**src/hke_pkg.sv**
```systemverilog
// Shared constants, orientation tables and pipeline types for the Hilbert key encoder.
// Used by the channel interfaces, the walk stage and the top level; depends on nothing.
package hke_pkg;

  localparam int COORD_W    = 32;
  localparam int KEY_W      = 57;
  localparam int MODE_W     = 2;
  localparam int LEVELS_2D  = 28;
  localparam int LEVELS_3D  = 19;
  localparam int NUM_STAGES = 4;

  // Levels handled by each walk stage. The last stage may walk a few extra
  // levels; their digits are dropped when the key is formatted.
  localparam int STEP_2D = (LEVELS_2D + NUM_STAGES - 1) / NUM_STAGES;
  localparam int STEP_3D = (LEVELS_3D + NUM_STAGES - 1) / NUM_STAGES;
  localparam int PAD_2D  = NUM_STAGES * STEP_2D - LEVELS_2D;
  localparam int PAD_3D  = NUM_STAGES * STEP_3D - LEVELS_3D;

  localparam int ACC_W_2D = 2 * NUM_STAGES * STEP_2D;
  localparam int ACC_W_3D = 3 * NUM_STAGES * STEP_3D;
  localparam int ACC_W    = (ACC_W_2D > ACC_W_3D) ? ACC_W_2D : ACC_W_3D;
  localparam int EXT_W    = (ACC_W > KEY_W) ? ACC_W : KEY_W;

  localparam int ST_W      = 5;
  localparam int ST3_COUNT = 24;

  localparam logic [MODE_W-1:0] MODE_2D    = 2'd2;
  localparam logic [MODE_W-1:0] MODE_RESET = 2'd3;

  localparam logic [1:0] DIGIT2 [16] = '{
    2'd0, 2'd3, 2'd1, 2'd2,  2'd0, 2'd1, 2'd3, 2'd2,
    2'd2, 2'd3, 2'd1, 2'd0,  2'd2, 2'd1, 2'd3, 2'd0};

  localparam logic [1:0] NEXT2 [16] = '{
    2'd1, 2'd2, 2'd0, 2'd0,  2'd0, 2'd1, 2'd3, 2'd1,
    2'd2, 2'd0, 2'd2, 2'd3,  2'd3, 2'd3, 2'd1, 2'd2};

  localparam logic [2:0] DIGIT3 [192] = '{
    3'd0, 3'd7, 3'd3, 3'd4, 3'd1, 3'd6, 3'd2, 3'd5,
    3'd0, 3'd1, 3'd3, 3'd2, 3'd7, 3'd6, 3'd4, 3'd5,
    3'd0, 3'd3, 3'd7, 3'd4, 3'd1, 3'd2, 3'd6, 3'd5,
    3'd2, 3'd3, 3'd5, 3'd4, 3'd1, 3'd0, 3'd6, 3'd7,
    3'd4, 3'd5, 3'd3, 3'd2, 3'd7, 3'd6, 3'd0, 3'd1,
    3'd4, 3'd7, 3'd3, 3'd0, 3'd5, 3'd6, 3'd2, 3'd1,
    3'd6, 3'd7, 3'd5, 3'd4, 3'd1, 3'd0, 3'd2, 3'd3,
    3'd0, 3'd1, 3'd7, 3'd6, 3'd3, 3'd2, 3'd4, 3'd5,
    3'd2, 3'd1, 3'd5, 3'd6, 3'd3, 3'd0, 3'd4, 3'd7,
    3'd6, 3'd1, 3'd5, 3'd2, 3'd7, 3'd0, 3'd4, 3'd3,
    3'd0, 3'd7, 3'd1, 3'd6, 3'd3, 3'd4, 3'd2, 3'd5,
    3'd2, 3'd1, 3'd3, 3'd0, 3'd5, 3'd6, 3'd4, 3'd7,
    3'd4, 3'd7, 3'd5, 3'd6, 3'd3, 3'd0, 3'd2, 3'd1,
    3'd4, 3'd5, 3'd7, 3'd6, 3'd3, 3'd2, 3'd0, 3'd1,
    3'd6, 3'd1, 3'd7, 3'd0, 3'd5, 3'd2, 3'd4, 3'd3,
    3'd0, 3'd3, 3'd1, 3'd2, 3'd7, 3'd4, 3'd6, 3'd5,
    3'd2, 3'd3, 3'd1, 3'd0, 3'd5, 3'd4, 3'd6, 3'd7,
    3'd6, 3'd7, 3'd1, 3'd0, 3'd5, 3'd4, 3'd2, 3'd3,
    3'd2, 3'd5, 3'd1, 3'd6, 3'd3, 3'd4, 3'd0, 3'd7,
    3'd4, 3'd3, 3'd7, 3'd0, 3'd5, 3'd2, 3'd6, 3'd1,
    3'd4, 3'd3, 3'd5, 3'd2, 3'd7, 3'd0, 3'd6, 3'd1,
    3'd6, 3'd5, 3'd1, 3'd2, 3'd7, 3'd4, 3'd0, 3'd3,
    3'd2, 3'd5, 3'd3, 3'd4, 3'd1, 3'd6, 3'd0, 3'd7,
    3'd6, 3'd5, 3'd7, 3'd4, 3'd1, 3'd2, 3'd0, 3'd3};

  localparam logic [4:0] NEXT3 [192] = '{
    5'd1,  5'd6,  5'd3,  5'd4,  5'd2,  5'd5,  5'd0,  5'd0,
    5'd0,  5'd7,  5'd8,  5'd1,  5'd9,  5'd4,  5'd5,  5'd1,
    5'd15, 5'd22, 5'd23, 5'd20, 5'd0,  5'd2,  5'd19, 5'd2,
    5'd3,  5'd23, 5'd3,  5'd15, 5'd6,  5'd20, 5'd16, 5'd22,
    5'd11, 5'd4,  5'd12, 5'd4,  5'd20, 5'd1,  5'd22, 5'd13,
    5'd22, 5'd12, 5'd20, 5'd11, 5'd5,  5'd0,  5'd5,  5'd19,
    5'd17, 5'd0,  5'd6,  5'd21, 5'd3,  5'd9,  5'd6,  5'd2,
    5'd10, 5'd1,  5'd14, 5'd13, 5'd11, 5'd7,  5'd12, 5'd7,
    5'd8,  5'd9,  5'd8,  5'd18, 5'd14, 5'd12, 5'd10, 5'd11,
    5'd21, 5'd8,  5'd9,  5'd9,  5'd1,  5'd6,  5'd17, 5'd7,
    5'd7,  5'd17, 5'd15, 5'd12, 5'd16, 5'd13, 5'd10, 5'd10,
    5'd11, 5'd14, 5'd9,  5'd5,  5'd11, 5'd22, 5'd0,  5'd8,
    5'd18, 5'd5,  5'd12, 5'd10, 5'd19, 5'd8,  5'd12, 5'd20,
    5'd8,  5'd13, 5'd19, 5'd7,  5'd5,  5'd13, 5'd18, 5'd4,
    5'd23, 5'd11, 5'd7,  5'd17, 5'd14, 5'd14, 5'd6,  5'd1,
    5'd2,  5'd18, 5'd10, 5'd15, 5'd21, 5'd19, 5'd20, 5'd15,
    5'd16, 5'd21, 5'd17, 5'd19, 5'd16, 5'd2,  5'd3,  5'd18,
    5'd6,  5'd10, 5'd16, 5'd14, 5'd17, 5'd23, 5'd17, 5'd15,
    5'd18, 5'd18, 5'd21, 5'd8,  5'd17, 5'd7,  5'd13, 5'd16,
    5'd3,  5'd4,  5'd13, 5'd16, 5'd19, 5'd19, 5'd2,  5'd5,
    5'd16, 5'd13, 5'd20, 5'd20, 5'd4,  5'd3,  5'd15, 5'd12,
    5'd9,  5'd21, 5'd18, 5'd21, 5'd15, 5'd14, 5'd23, 5'd10,
    5'd22, 5'd22, 5'd6,  5'd1,  5'd23, 5'd11, 5'd4,  5'd3,
    5'd14, 5'd23, 5'd2,  5'd9,  5'd22, 5'd23, 5'd21, 5'd0};

  // One item in flight: the coordinates still to be walked (top bit next),
  // the orientation state and the key digits gathered so far.
  typedef struct packed {
    logic [COORD_W-1:0] x;
    logic [COORD_W-1:0] y;
    logic [COORD_W-1:0] z;
    logic [ST_W-1:0]    st;
    logic [ACC_W-1:0]   key;
    logic               is_2d;
  } pipe_t;

endpackage

```
**src/hke_ifs.sv**
```systemverilog
// Valid/ready channel interfaces of the Hilbert key encoder: points in, keys out, config.
// Depends on hke_pkg for the field widths.
interface hke_coord_if;
  logic                        valid;
  logic                        ready;
  logic [hke_pkg::COORD_W-1:0] coord_x;
  logic [hke_pkg::COORD_W-1:0] coord_y;
  logic [hke_pkg::COORD_W-1:0] coord_z;

  modport source (output valid, coord_x, coord_y, coord_z, input ready);
  modport sink (input valid, coord_x, coord_y, coord_z, output ready);
endinterface

interface hke_key_if;
  logic                      valid;
  logic                      ready;
  logic [hke_pkg::KEY_W-1:0] hilbert_key;

  modport source (output valid, hilbert_key, input ready);
  modport sink (input valid, hilbert_key, output ready);
endinterface

interface hke_cfg_if;
  logic                       valid;
  logic                       ready;
  logic [hke_pkg::MODE_W-1:0] dimension_mode;

  modport source (output valid, dimension_mode, input ready);
  modport sink (input valid, dimension_mode, output ready);
endinterface

```
**src/hke_walk_stage.sv**
```systemverilog
// One slice of the Hilbert walk: STEP_2D levels of the 2D table or STEP_3D levels of the 3D table.
// Pure combinational logic; depends on hke_pkg for the tables and the pipe_t type.
module hke_walk_stage (
  input  hke_pkg::pipe_t d,
  output hke_pkg::pipe_t q
);

  logic [1:0]                st2;
  logic [3:0]                idx2;
  logic [hke_pkg::ACC_W-1:0] key2;
  logic [hke_pkg::ST_W-1:0]  st3;
  logic [7:0]                idx3;
  logic [hke_pkg::ACC_W-1:0] key3;

  always_comb begin
    st2  = d.st[1:0];
    key2 = d.key;
    idx2 = '0;
    for (int i = 0; i < hke_pkg::STEP_2D; i++) begin
      idx2 = {st2, d.x[hke_pkg::COORD_W-1-i], d.y[hke_pkg::COORD_W-1-i]};
      key2 = {key2[hke_pkg::ACC_W-3:0], hke_pkg::DIGIT2[idx2]};
      st2  = hke_pkg::NEXT2[idx2];
    end
  end

  always_comb begin
    st3  = d.st;
    key3 = d.key;
    idx3 = '0;
    for (int i = 0; i < hke_pkg::STEP_3D; i++) begin
      // An orientation outside the table restarts at the first one.
      if (st3 >= hke_pkg::ST_W'(hke_pkg::ST3_COUNT)) begin
        st3 = '0;
      end
      idx3 = {st3, d.x[hke_pkg::COORD_W-1-i], d.y[hke_pkg::COORD_W-1-i],
              d.z[hke_pkg::COORD_W-1-i]};
      key3 = {key3[hke_pkg::ACC_W-4:0], hke_pkg::DIGIT3[idx3]};
      st3  = hke_pkg::NEXT3[idx3];
    end
  end

  always_comb begin
    q = d;
    if (d.is_2d) begin
      q.st  = hke_pkg::ST_W'(st2);
      q.key = key2;
      q.x   = d.x << hke_pkg::STEP_2D;
      q.y   = d.y << hke_pkg::STEP_2D;
    end else begin
      q.st  = st3;
      q.key = key3;
      q.x   = d.x << hke_pkg::STEP_3D;
      q.y   = d.y << hke_pkg::STEP_3D;
      q.z   = d.z << hke_pkg::STEP_3D;
    end
  end

endmodule

```
**src/hilbert_key_encoder_unit.sv**
```systemverilog
// Top level of the Hilbert key encoder: config register, input register, walk pipeline, output.
// Depends on hke_pkg, the interfaces in hke_ifs.sv and hke_walk_stage.
//
// Usage:
//   in_item takes one point (coord_x, coord_y, coord_z) per item; out_item returns one
//   hilbert_key per point, in order. cfg_write sets dimension_mode: 2 encodes 28 levels
//   of x/y into a 56-bit key, any other value encodes 19 levels of x/y/z into a 57-bit
//   key. Write it only while no item is in flight; cfg_write.ready is always high.
//   Throughput is one item per cycle while out_item is not stalled. An item accepted on
//   in_item passes through the input register and four walk stages, each of which
//   handles seven 2D levels or five 3D levels of the table walk, with a register after
//   each stage; the last of these is the output register, which offers it on out_item.
//   Every stage holds its item while the stage after it is full, so a stalled receiver
//   fills the pipeline from the back and in_item.ready drops only once all five
//   registers hold items. Up to five items can be in flight.
//   Reset (rst_n low at a clock edge) empties the pipeline and sets dimension_mode to 3.

module hilbert_key_encoder_unit (
  input  logic       clk,
  input  logic       rst_n,
  hke_coord_if.sink  in_item,
  hke_key_if.source  out_item,
  hke_cfg_if.sink    cfg_write
);

  localparam int N = hke_pkg::NUM_STAGES;

  logic [hke_pkg::MODE_W-1:0] mode_r;
  logic [N:0]                 valid_r;
  hke_pkg::pipe_t             pipe_r [N+1];
  hke_pkg::pipe_t             stage_q [N];
  hke_pkg::pipe_t             entry;
  logic [N:0]                 stage_rdy;
  logic [hke_pkg::EXT_W-1:0]  key_ext;
  logic [hke_pkg::EXT_W-1:0]  key_shifted;

  assign cfg_write.ready = 1'b1;

  always_ff @(posedge clk) begin
    if (!rst_n) begin
      mode_r <= hke_pkg::MODE_RESET;
    end else if (cfg_write.valid) begin
      mode_r <= cfg_write.dimension_mode;
    end
  end

  // A stage can load when it is empty or its item moves on in the same cycle.
  always_comb begin
    stage_rdy[N] = !valid_r[N] || out_item.ready;
    for (int k = N - 1; k >= 0; k--) begin
      stage_rdy[k] = !valid_r[k] || stage_rdy[k+1];
    end
  end

  assign in_item.ready = stage_rdy[0];

  always_comb begin
    entry.x     = in_item.coord_x;
    entry.y     = in_item.coord_y;
    entry.z     = in_item.coord_z;
    entry.st    = '0;
    entry.key   = '0;
    entry.is_2d = (mode_r == hke_pkg::MODE_2D);
  end

  for (genvar g = 0; g < N; g++) begin : g_stage
    hke_walk_stage u_stage (
      .d (pipe_r[g]),
      .q (stage_q[g])
    );
  end

  always_ff @(posedge clk) begin
    if (!rst_n) begin
      valid_r <= '0;
    end else begin
      if (stage_rdy[0]) begin
        valid_r[0] <= in_item.valid;
      end
      for (int k = 1; k <= N; k++) begin
        if (stage_rdy[k]) begin
          valid_r[k] <= valid_r[k-1];
        end
      end
    end
  end

  always_ff @(posedge clk) begin
    if (stage_rdy[0]) begin
      pipe_r[0] <= entry;
    end
    for (int k = 1; k <= N; k++) begin
      if (stage_rdy[k]) begin
        pipe_r[k] <= stage_q[k-1];
      end
    end
  end

  // The last stage may have walked padding levels; drop their digits.
  always_comb begin
    key_ext = hke_pkg::EXT_W'(pipe_r[N].key);
    if (pipe_r[N].is_2d) begin
      key_shifted = key_ext >> (2 * hke_pkg::PAD_2D);
    end else begin
      key_shifted = key_ext >> (3 * hke_pkg::PAD_3D);
    end
  end

  assign out_item.valid       = valid_r[N];
  assign out_item.hilbert_key = key_shifted[hke_pkg::KEY_W-1:0];

  // Reset empties every pipeline register.
  a_reset_empties: assert property (@(posedge clk) !rst_n |=> valid_r == '0)
    else $error("pipeline not empty after reset");

  // A finished 3D item never carries an orientation outside the table.
  a_state_in_table: assert property (@(posedge clk) disable iff (!rst_n)
    valid_r[N] && !pipe_r[N].is_2d |-> pipe_r[N].st < hke_pkg::ST_W'(hke_pkg::ST3_COUNT))
    else $error("3D orientation state out of range");

  // A result that the receiver has not taken stays in the output register.
  a_stall_holds: assert property (@(posedge clk) disable iff (!rst_n)
    valid_r[N] && !out_item.ready |=> valid_r[N] && $stable(pipe_r[N].key))
    else $error("stalled result lost or changed");

  // A 2D key never reaches the top key bit.
  a_2d_width: assert property (@(posedge clk) disable iff (!rst_n)
    valid_r[N] && pipe_r[N].is_2d |-> !out_item.hilbert_key[hke_pkg::KEY_W-1])
    else $error("2D key wider than its level count allows");

endmodule

```
**src/flat_wrapper.sv**
```systemverilog
// flat-port wrapper written by rule: the top's interface ports become plain ports
module hilbert_key_encoder_unit_flat 
  (clk, rst_n, in_item_valid, in_item_coord_x, in_item_coord_y, in_item_coord_z, in_item_ready, out_item_valid, out_item_hilbert_key, out_item_ready, cfg_write_valid, cfg_write_dimension_mode, cfg_write_ready);
  hke_coord_if in_item_i ();
  hke_key_if out_item_i ();
  hke_cfg_if cfg_write_i ();
  input  logic clk;
  input  logic rst_n;
  input wire logic [$bits(in_item_i.valid)-1:0] in_item_valid;
  input wire logic [$bits(in_item_i.coord_x)-1:0] in_item_coord_x;
  input wire logic [$bits(in_item_i.coord_y)-1:0] in_item_coord_y;
  input wire logic [$bits(in_item_i.coord_z)-1:0] in_item_coord_z;
  output wire logic [$bits(in_item_i.ready)-1:0] in_item_ready;
  output wire logic [$bits(out_item_i.valid)-1:0] out_item_valid;
  output wire logic [$bits(out_item_i.hilbert_key)-1:0] out_item_hilbert_key;
  input wire logic [$bits(out_item_i.ready)-1:0] out_item_ready;
  input wire logic [$bits(cfg_write_i.valid)-1:0] cfg_write_valid;
  input wire logic [$bits(cfg_write_i.dimension_mode)-1:0] cfg_write_dimension_mode;
  output wire logic [$bits(cfg_write_i.ready)-1:0] cfg_write_ready;
  assign in_item_i.valid = in_item_valid;
  assign in_item_i.coord_x = in_item_coord_x;
  assign in_item_i.coord_y = in_item_coord_y;
  assign in_item_i.coord_z = in_item_coord_z;
  assign in_item_ready = in_item_i.ready;
  assign out_item_valid = out_item_i.valid;
  assign out_item_hilbert_key = out_item_i.hilbert_key;
  assign out_item_i.ready = out_item_ready;
  assign cfg_write_i.valid = cfg_write_valid;
  assign cfg_write_i.dimension_mode = cfg_write_dimension_mode;
  assign cfg_write_ready = cfg_write_i.ready;
  hilbert_key_encoder_unit u_core (.clk(clk), .rst_n(rst_n), .in_item(in_item_i), .out_item(out_item_i), .cfg_write(cfg_write_i));
endmodule
```
**config.mk**
```make
export PLATFORM = sky130hd
export DESIGN_NAME = hilbert_key_encoder_unit_flat
export DESIGN_NICKNAME = d
export VERILOG_FILES = /design/src/hke_pkg.sv /design/src/hke_ifs.sv /design/src/hke_walk_stage.sv /design/src/hilbert_key_encoder_unit.sv /design/src/flat_wrapper.sv
export SDC_FILE = /design/constraint.sdc
export NUM_CORES = 2
export LEC_CHECK = 0
export BUFFER_PORTS_ARGS = -buffer_cell sky130_fd_sc_hd__buf_4
export CAP_MARGIN = 20
export CORE_ASPECT_RATIO = 0.9
export CORE_MARGIN = 3
export CORE_UTILIZATION = 35
export CTS_CLUSTER_DIAMETER = 120
export DETAILED_ROUTE_END_ITERATION = 10
export PLACE_DENSITY_LB_ADDON = 0.15
export SYNTH_ARGS = -nofsm -noshare
export SYNTH_HDL_FRONTEND = slang
export SYNTH_HIERARCHICAL = 1
export SYNTH_SLANG_ARGS = --single-unit
```
**constraint.sdc**
```tcl
create_clock -name clk -period 10.67 [get_ports clk]
set_input_delay 2.134 -clock clk [delete_from_list [all_inputs] [get_ports clk]]
set_output_delay 2.134 -clock clk [all_outputs]
set_load 0.005 [all_outputs]
```
Yosys cells after proc, flatten, opt, wreduce, memory -nomap -nowiden
Memories as Yosys holds them, arrays and structs flattened.
Cells that the tools add are included.
{"block": "totals", "ramBits": 810, "in_bits": 103, "romBits": 42752, "out_inout_bits": 60, "word_cells": 465, "ff_bits": 7, "mem_count": 97}
{"name": "(name not given)", "depth": 256, "word_bits": 5, "read_ports": 1, "rd_clocked_by_memory_dff": 0, "wr": 0, "line_no": "hke_walk_stage.sv:38", "source": "st3 = hke_pkg::NEXT3[idx3];"}
{"name": "(name not given)", "depth": 256, "word_bits": 5, "read_ports": 1, "rd_clocked_by_memory_dff": 0, "wr": 0, "line_no": "hke_walk_stage.sv:38"}
{"name": "(name not given)", "depth": 256, "word_bits": 5, "read_ports": 1, "rd_clocked_by_memory_dff": 0, "wr": 0, "line_no": "hke_walk_stage.sv:38"}
{"name": "(name not given)", "depth": 256, "word_bits": 5, "read_ports": 1, "rd_clocked_by_memory_dff": 0, "wr": 0, "line_no": "hke_walk_stage.sv:38"}
{"name": "(name not given)", "depth": 256, "word_bits": 5, "read_ports": 1, "rd_clocked_by_memory_dff": 0, "wr": 0, "line_no": "hke_walk_stage.sv:38"}
{"name": "(name not given)", "depth": 256, "word_bits": 5, "read_ports": 1, "rd_clocked_by_memory_dff": 0, "wr": 0, "line_no": "hke_walk_stage.sv:38"}
{"name": "+91 memories"}
{"block": "classes", "magnitude_cmp": 68, "muxes": 235, "bitwise_logic": 48, "n_eq_ne": 1, "reduce_logical": 10}
{"op": "$mux W5", "n": 60}
{"op": "$mux W65", "n": 4}
{"op": "$mux W64", "n": 4}
{"op": "$ge A5 B5 Y1 const B", "n": 48}
{"op": "$mux W2", "n": 112}
{"op": "$ge A9 B9 Y1 const B", "n": 20}
{"op": "$not A8 Y9", "n": 20}
{"op": "$not A4 Y5", "n": 28}
{"op": "$mux W32", "n": 4}
{"op": "$mux W3", "n": 40}
{"op": "$mux W57", "n": 1}
{"op": "$mux W1", "n": 10}
{"op": "$logic_not A1 Y1", "n": 5}
{"op": "$logic_or A1 B1 Y1", "n": 5}
{"op": "$eq A2 B2 Y1 const B", "n": 1}

Logic depth before layout (Yosys ltp)
An unclocked memory read counts as a cell.
{"block": "logic_depth", "word_depth": 32, "depth_mapped": 39}

Hierarchy
The synthesis kept the hierarchy.
{"module": "hilbert_key_encoder_unit", "area_each_um2": 20434.6, "n_inst": 1, "cells_each": 740, "seq_area_each_um2": 19478.7}
{"module": "hke_walk_stage (u_core.g_stage[0].u_stage)", "area_each_um2": 14915.6, "n_inst": 1, "cells_each": 2228, "seq_area_each_um2": 0.0}
{"module": "hke_walk_stage (u_core.g_stage[3].u_stage)", "area_each_um2": 14885.5, "n_inst": 1, "cells_each": 2204, "seq_area_each_um2": 0.0}
{"module": "hke_walk_stage (u_core.g_stage[2].u_stage)", "area_each_um2": 14599.0, "n_inst": 1, "cells_each": 2198, "seq_area_each_um2": 0.0}
{"module": "hke_walk_stage (u_core.g_stage[1].u_stage)", "area_each_um2": 14552.7, "n_inst": 1, "cells_each": 2189, "seq_area_each_um2": 0.0}

Worst setup path after synthesis
Ideal clock, no wire load.
{"block": "synth_path", "kind": "reg2reg", "from": "memory u_core/pipe_r[0][356] in the netlist's numbering", "to": "memory u_core/pipe_r[0][484] in the netlist's numbering (data pin)", "synth_period_minus_slack_ns": 7.360, "required_time_ns": 10.409, "arrival_ns": 7.100, "stages_incl_launch_ff": 36, "setup_time_ns": 0.261, "slack_ns": 3.310, "cell_sequence": "edfxtp_1 > buf_2 > clkinv_1 > ha_1 > clkbuf_1 > or3b_1 > a311oi_2 > o32ai_2 > o21ai_4 > nand2_2 > buf_2 > buf_6 > o211ai_2 > o2111ai_1 > a22o_1 > buf_4 > nand2_2 > buf_6 > nor2_1 > a2111oi_1 > o221ai_1 > and3_1 > buf_6 > a21oi_4 > buf_6 > mux2_2 > a2111oi_0 > o211ai_1 > and3_1 > nand2_1 > buf_4 > buf_2 > mux4_2 > nand2_1 > o41ai_1 > o311a_1"}
{"item": "start: declaration", "line_no": "hilbert_key_encoder_unit.sv:30", "source": "hke_pkg::pipe_t pipe_r [N+1];"}

==> metrics.md <==
| Metric | Value |
|---|---|
| Fmax | `96.36 MHz` |
| Total Neg Setup Slack | `0 ns` |
| Post-layout min period | `10.38 ns` |
| Overflow after GRT | `0` |
| # IOs | `163` |
| Routability cong. | `0.9850` |
| Layout Skew | `0.04876 ns` |
| Max-cap violation count | `0` |
| Slew headroom | `-0.7014` |
| Finished Cell Area | `0.07210 mm²` |
| Multi-input logic area | `0.04909 mm²` |
| Die H | `417.0 µm` |
| Period utilization | `0.9727` |
| Post-synthesis cell area | `0.06569 mm²` |
| # Post-CTS Setup Buffers | `0` |
| Critical path class | `reg -> reg` |
| TritonCTS clock tree | `done` |
| Worst setup SP type | `flop` |
| GRT Total Usage | `0.2956` |
| CTS H-Tree Depth | `2` |
| Vias in the first global route | `68810` |
| Failing checks | `max-slew violations` |
| Via density | `6.693` |
| Root buf cell | `clkbuf_16` |
| Clock sink count | `373` |
| Final setup viols | `0` |
| Clk Latency, worst-skew pair | `0.70 ns` |
| Worst Tran Pin Value | `2.537 ns` |
| Synthesis warning total | `6` |
| Area of the core | `0.1862 mm²` |
| DRT Pass-1 Iters | `7` |
| Worst Hold Class | `reg -> reg` |
| Initial antenna violation count | `9` |
| Residual DRC | `0` |
| Hold_buf cts | `0` |
| Commonest cells after routing, fill and taps aside | `nand2_1 (911), nor2_1 (840), buf_4 (750), a21oi_1 (638), o21ai_0 (563)` |
| Unrepaired setup endpoints after global routing | `false` |
| Commonest non-fill, non-tap cell in the layout | `nand2_1` |
| Pins Over Slew Limit | `12` |
| Pin count of the biggest net entering global routing | `72` |
| Most used cell, CP | `buf_4` |
| Total die area | `0.1929 mm²` |
| Reg2reg setup slack | `0.29 ns` |
| Num rows | `150` |
| Max incr delay on CP | `0.80 ns` |
| Fillers | `19530` |
| DP Area | `0.07046 mm²` |
| Initial Util | `0.3528` |
| Worst Path Max Fanout | `29` |
| CTS Buf Count | `51` |
| CP arrival | `10.84 ns` |
| Layout area overhead | `9.760%` |
| Layout cell share with drive strength beyond 1 | `0.1748` |
| Final wirelength | `302700 µm` |
| CP max-delay cell | `edfxtp_1` |
| Via count | `74740` |
| Run status | `finished, violations left` |
| Number of port buffers | `141` |
| Antenna viol nets, final | `0` |
| Final Net Count | `9045` |
| CP required | `11.13 ns` |
| Clk buf depth | `3` |
| Cells after Synth | `8662` |
| PostCTS Resize Cnt | `0` |
| Die X | `462.7 µm` |
| Avg Inst Size Synth | `7.583 µm²` |
| Initial drt markers | `11990` |
| Setup crit end kind | `flop` |
| DR WL/cell | `27.11 µm` |
| First-pass GRT wire length | `454300 µm` |
| Final HPWL from detailed placement | `220100 µm` |
| Storage cell area | `0.01113 mm²` |
| Clock slew at reported path FFs | `0.06 ns` |
| Final hold vios | `0` |
worst paths after layout:
check                                       start                              end  cells past startpoint
setup / recovery  u_core/pipe_r[0][324]$_DFFE_PP_  u_core/pipe_r[0][486]$_DFFE_PP_                     28
hold / removal     u_core/valid_r[2]$_SDFFE_PN0P_   u_core/valid_r[3]$_SDFFE_PN0P_                      1
setup reg to reg  u_core/pipe_r[0][324]$_DFFE_PP_  u_core/pipe_r[0][486]$_DFFE_PP_                     28
hold reg to reg    u_core/valid_r[2]$_SDFFE_PN0P_   u_core/valid_r[3]$_SDFFE_PN0P_                      1
worst max-delay path, delay by kind of cell, from the launching register on:
kind	cells	cell delay, ns
compound gates	15	5.09
simple gates	9	3.03
buf+inv	4	1.16
flops	1	0.80
per-layer routing:
metal | part of all wire | routed length [µm] | global-route usage
met5 | 0.00010 | 31 | 0
met4 | 0.038 | 11480 | 0.09482
met3 | 0.11 | 33480 | 0.05865
met2 | 0.41 | 123300 | 0.4242
met1 | 0.44 | 134400 | 0.4376
cell type report:
cell class / instances / share of cell area
Timing Repair Buffer: 784 / 0.08741
Clock inverter: 38 / 0.004356
Clock buffer: 56 / 0.01796
Antenna cell: 3 / 0.0001041
Multi-Input combinational cell: 7189 / 0.6809
Sequential cell: 373 / 0.1544
Inverter: 216 / 0.01133
Tap cell: 2508 / 0.04352
per-stage QoR:
step           std cells    util  setup slack [ns]  hold slack (ns)
3_5_place_dp       11070  0.3784            0.6807           0.4616
3_3_place_gp       11070  0.3784            0.7009           0.4461
6_report           11170  0.3873            0.2917           0.4686
5_1_grt            11160  0.3872           0.07934           0.4986
2_1_floorplan       8682       -             3.310           0.4332
4_1_cts            11160  0.3871            0.6327           0.4746
registers in the layout, summed over array words and instances (netlist names):
| register | count |
|---|---|
| u_core/valid_r | 5 |
| u_core/pipe_r | 366 |
| u_core/mode_r | 2 |
Power is left out: the tool's default activity adds up to more than one toggle a clock period on the data nets, which glitch-free logic cannot reach.
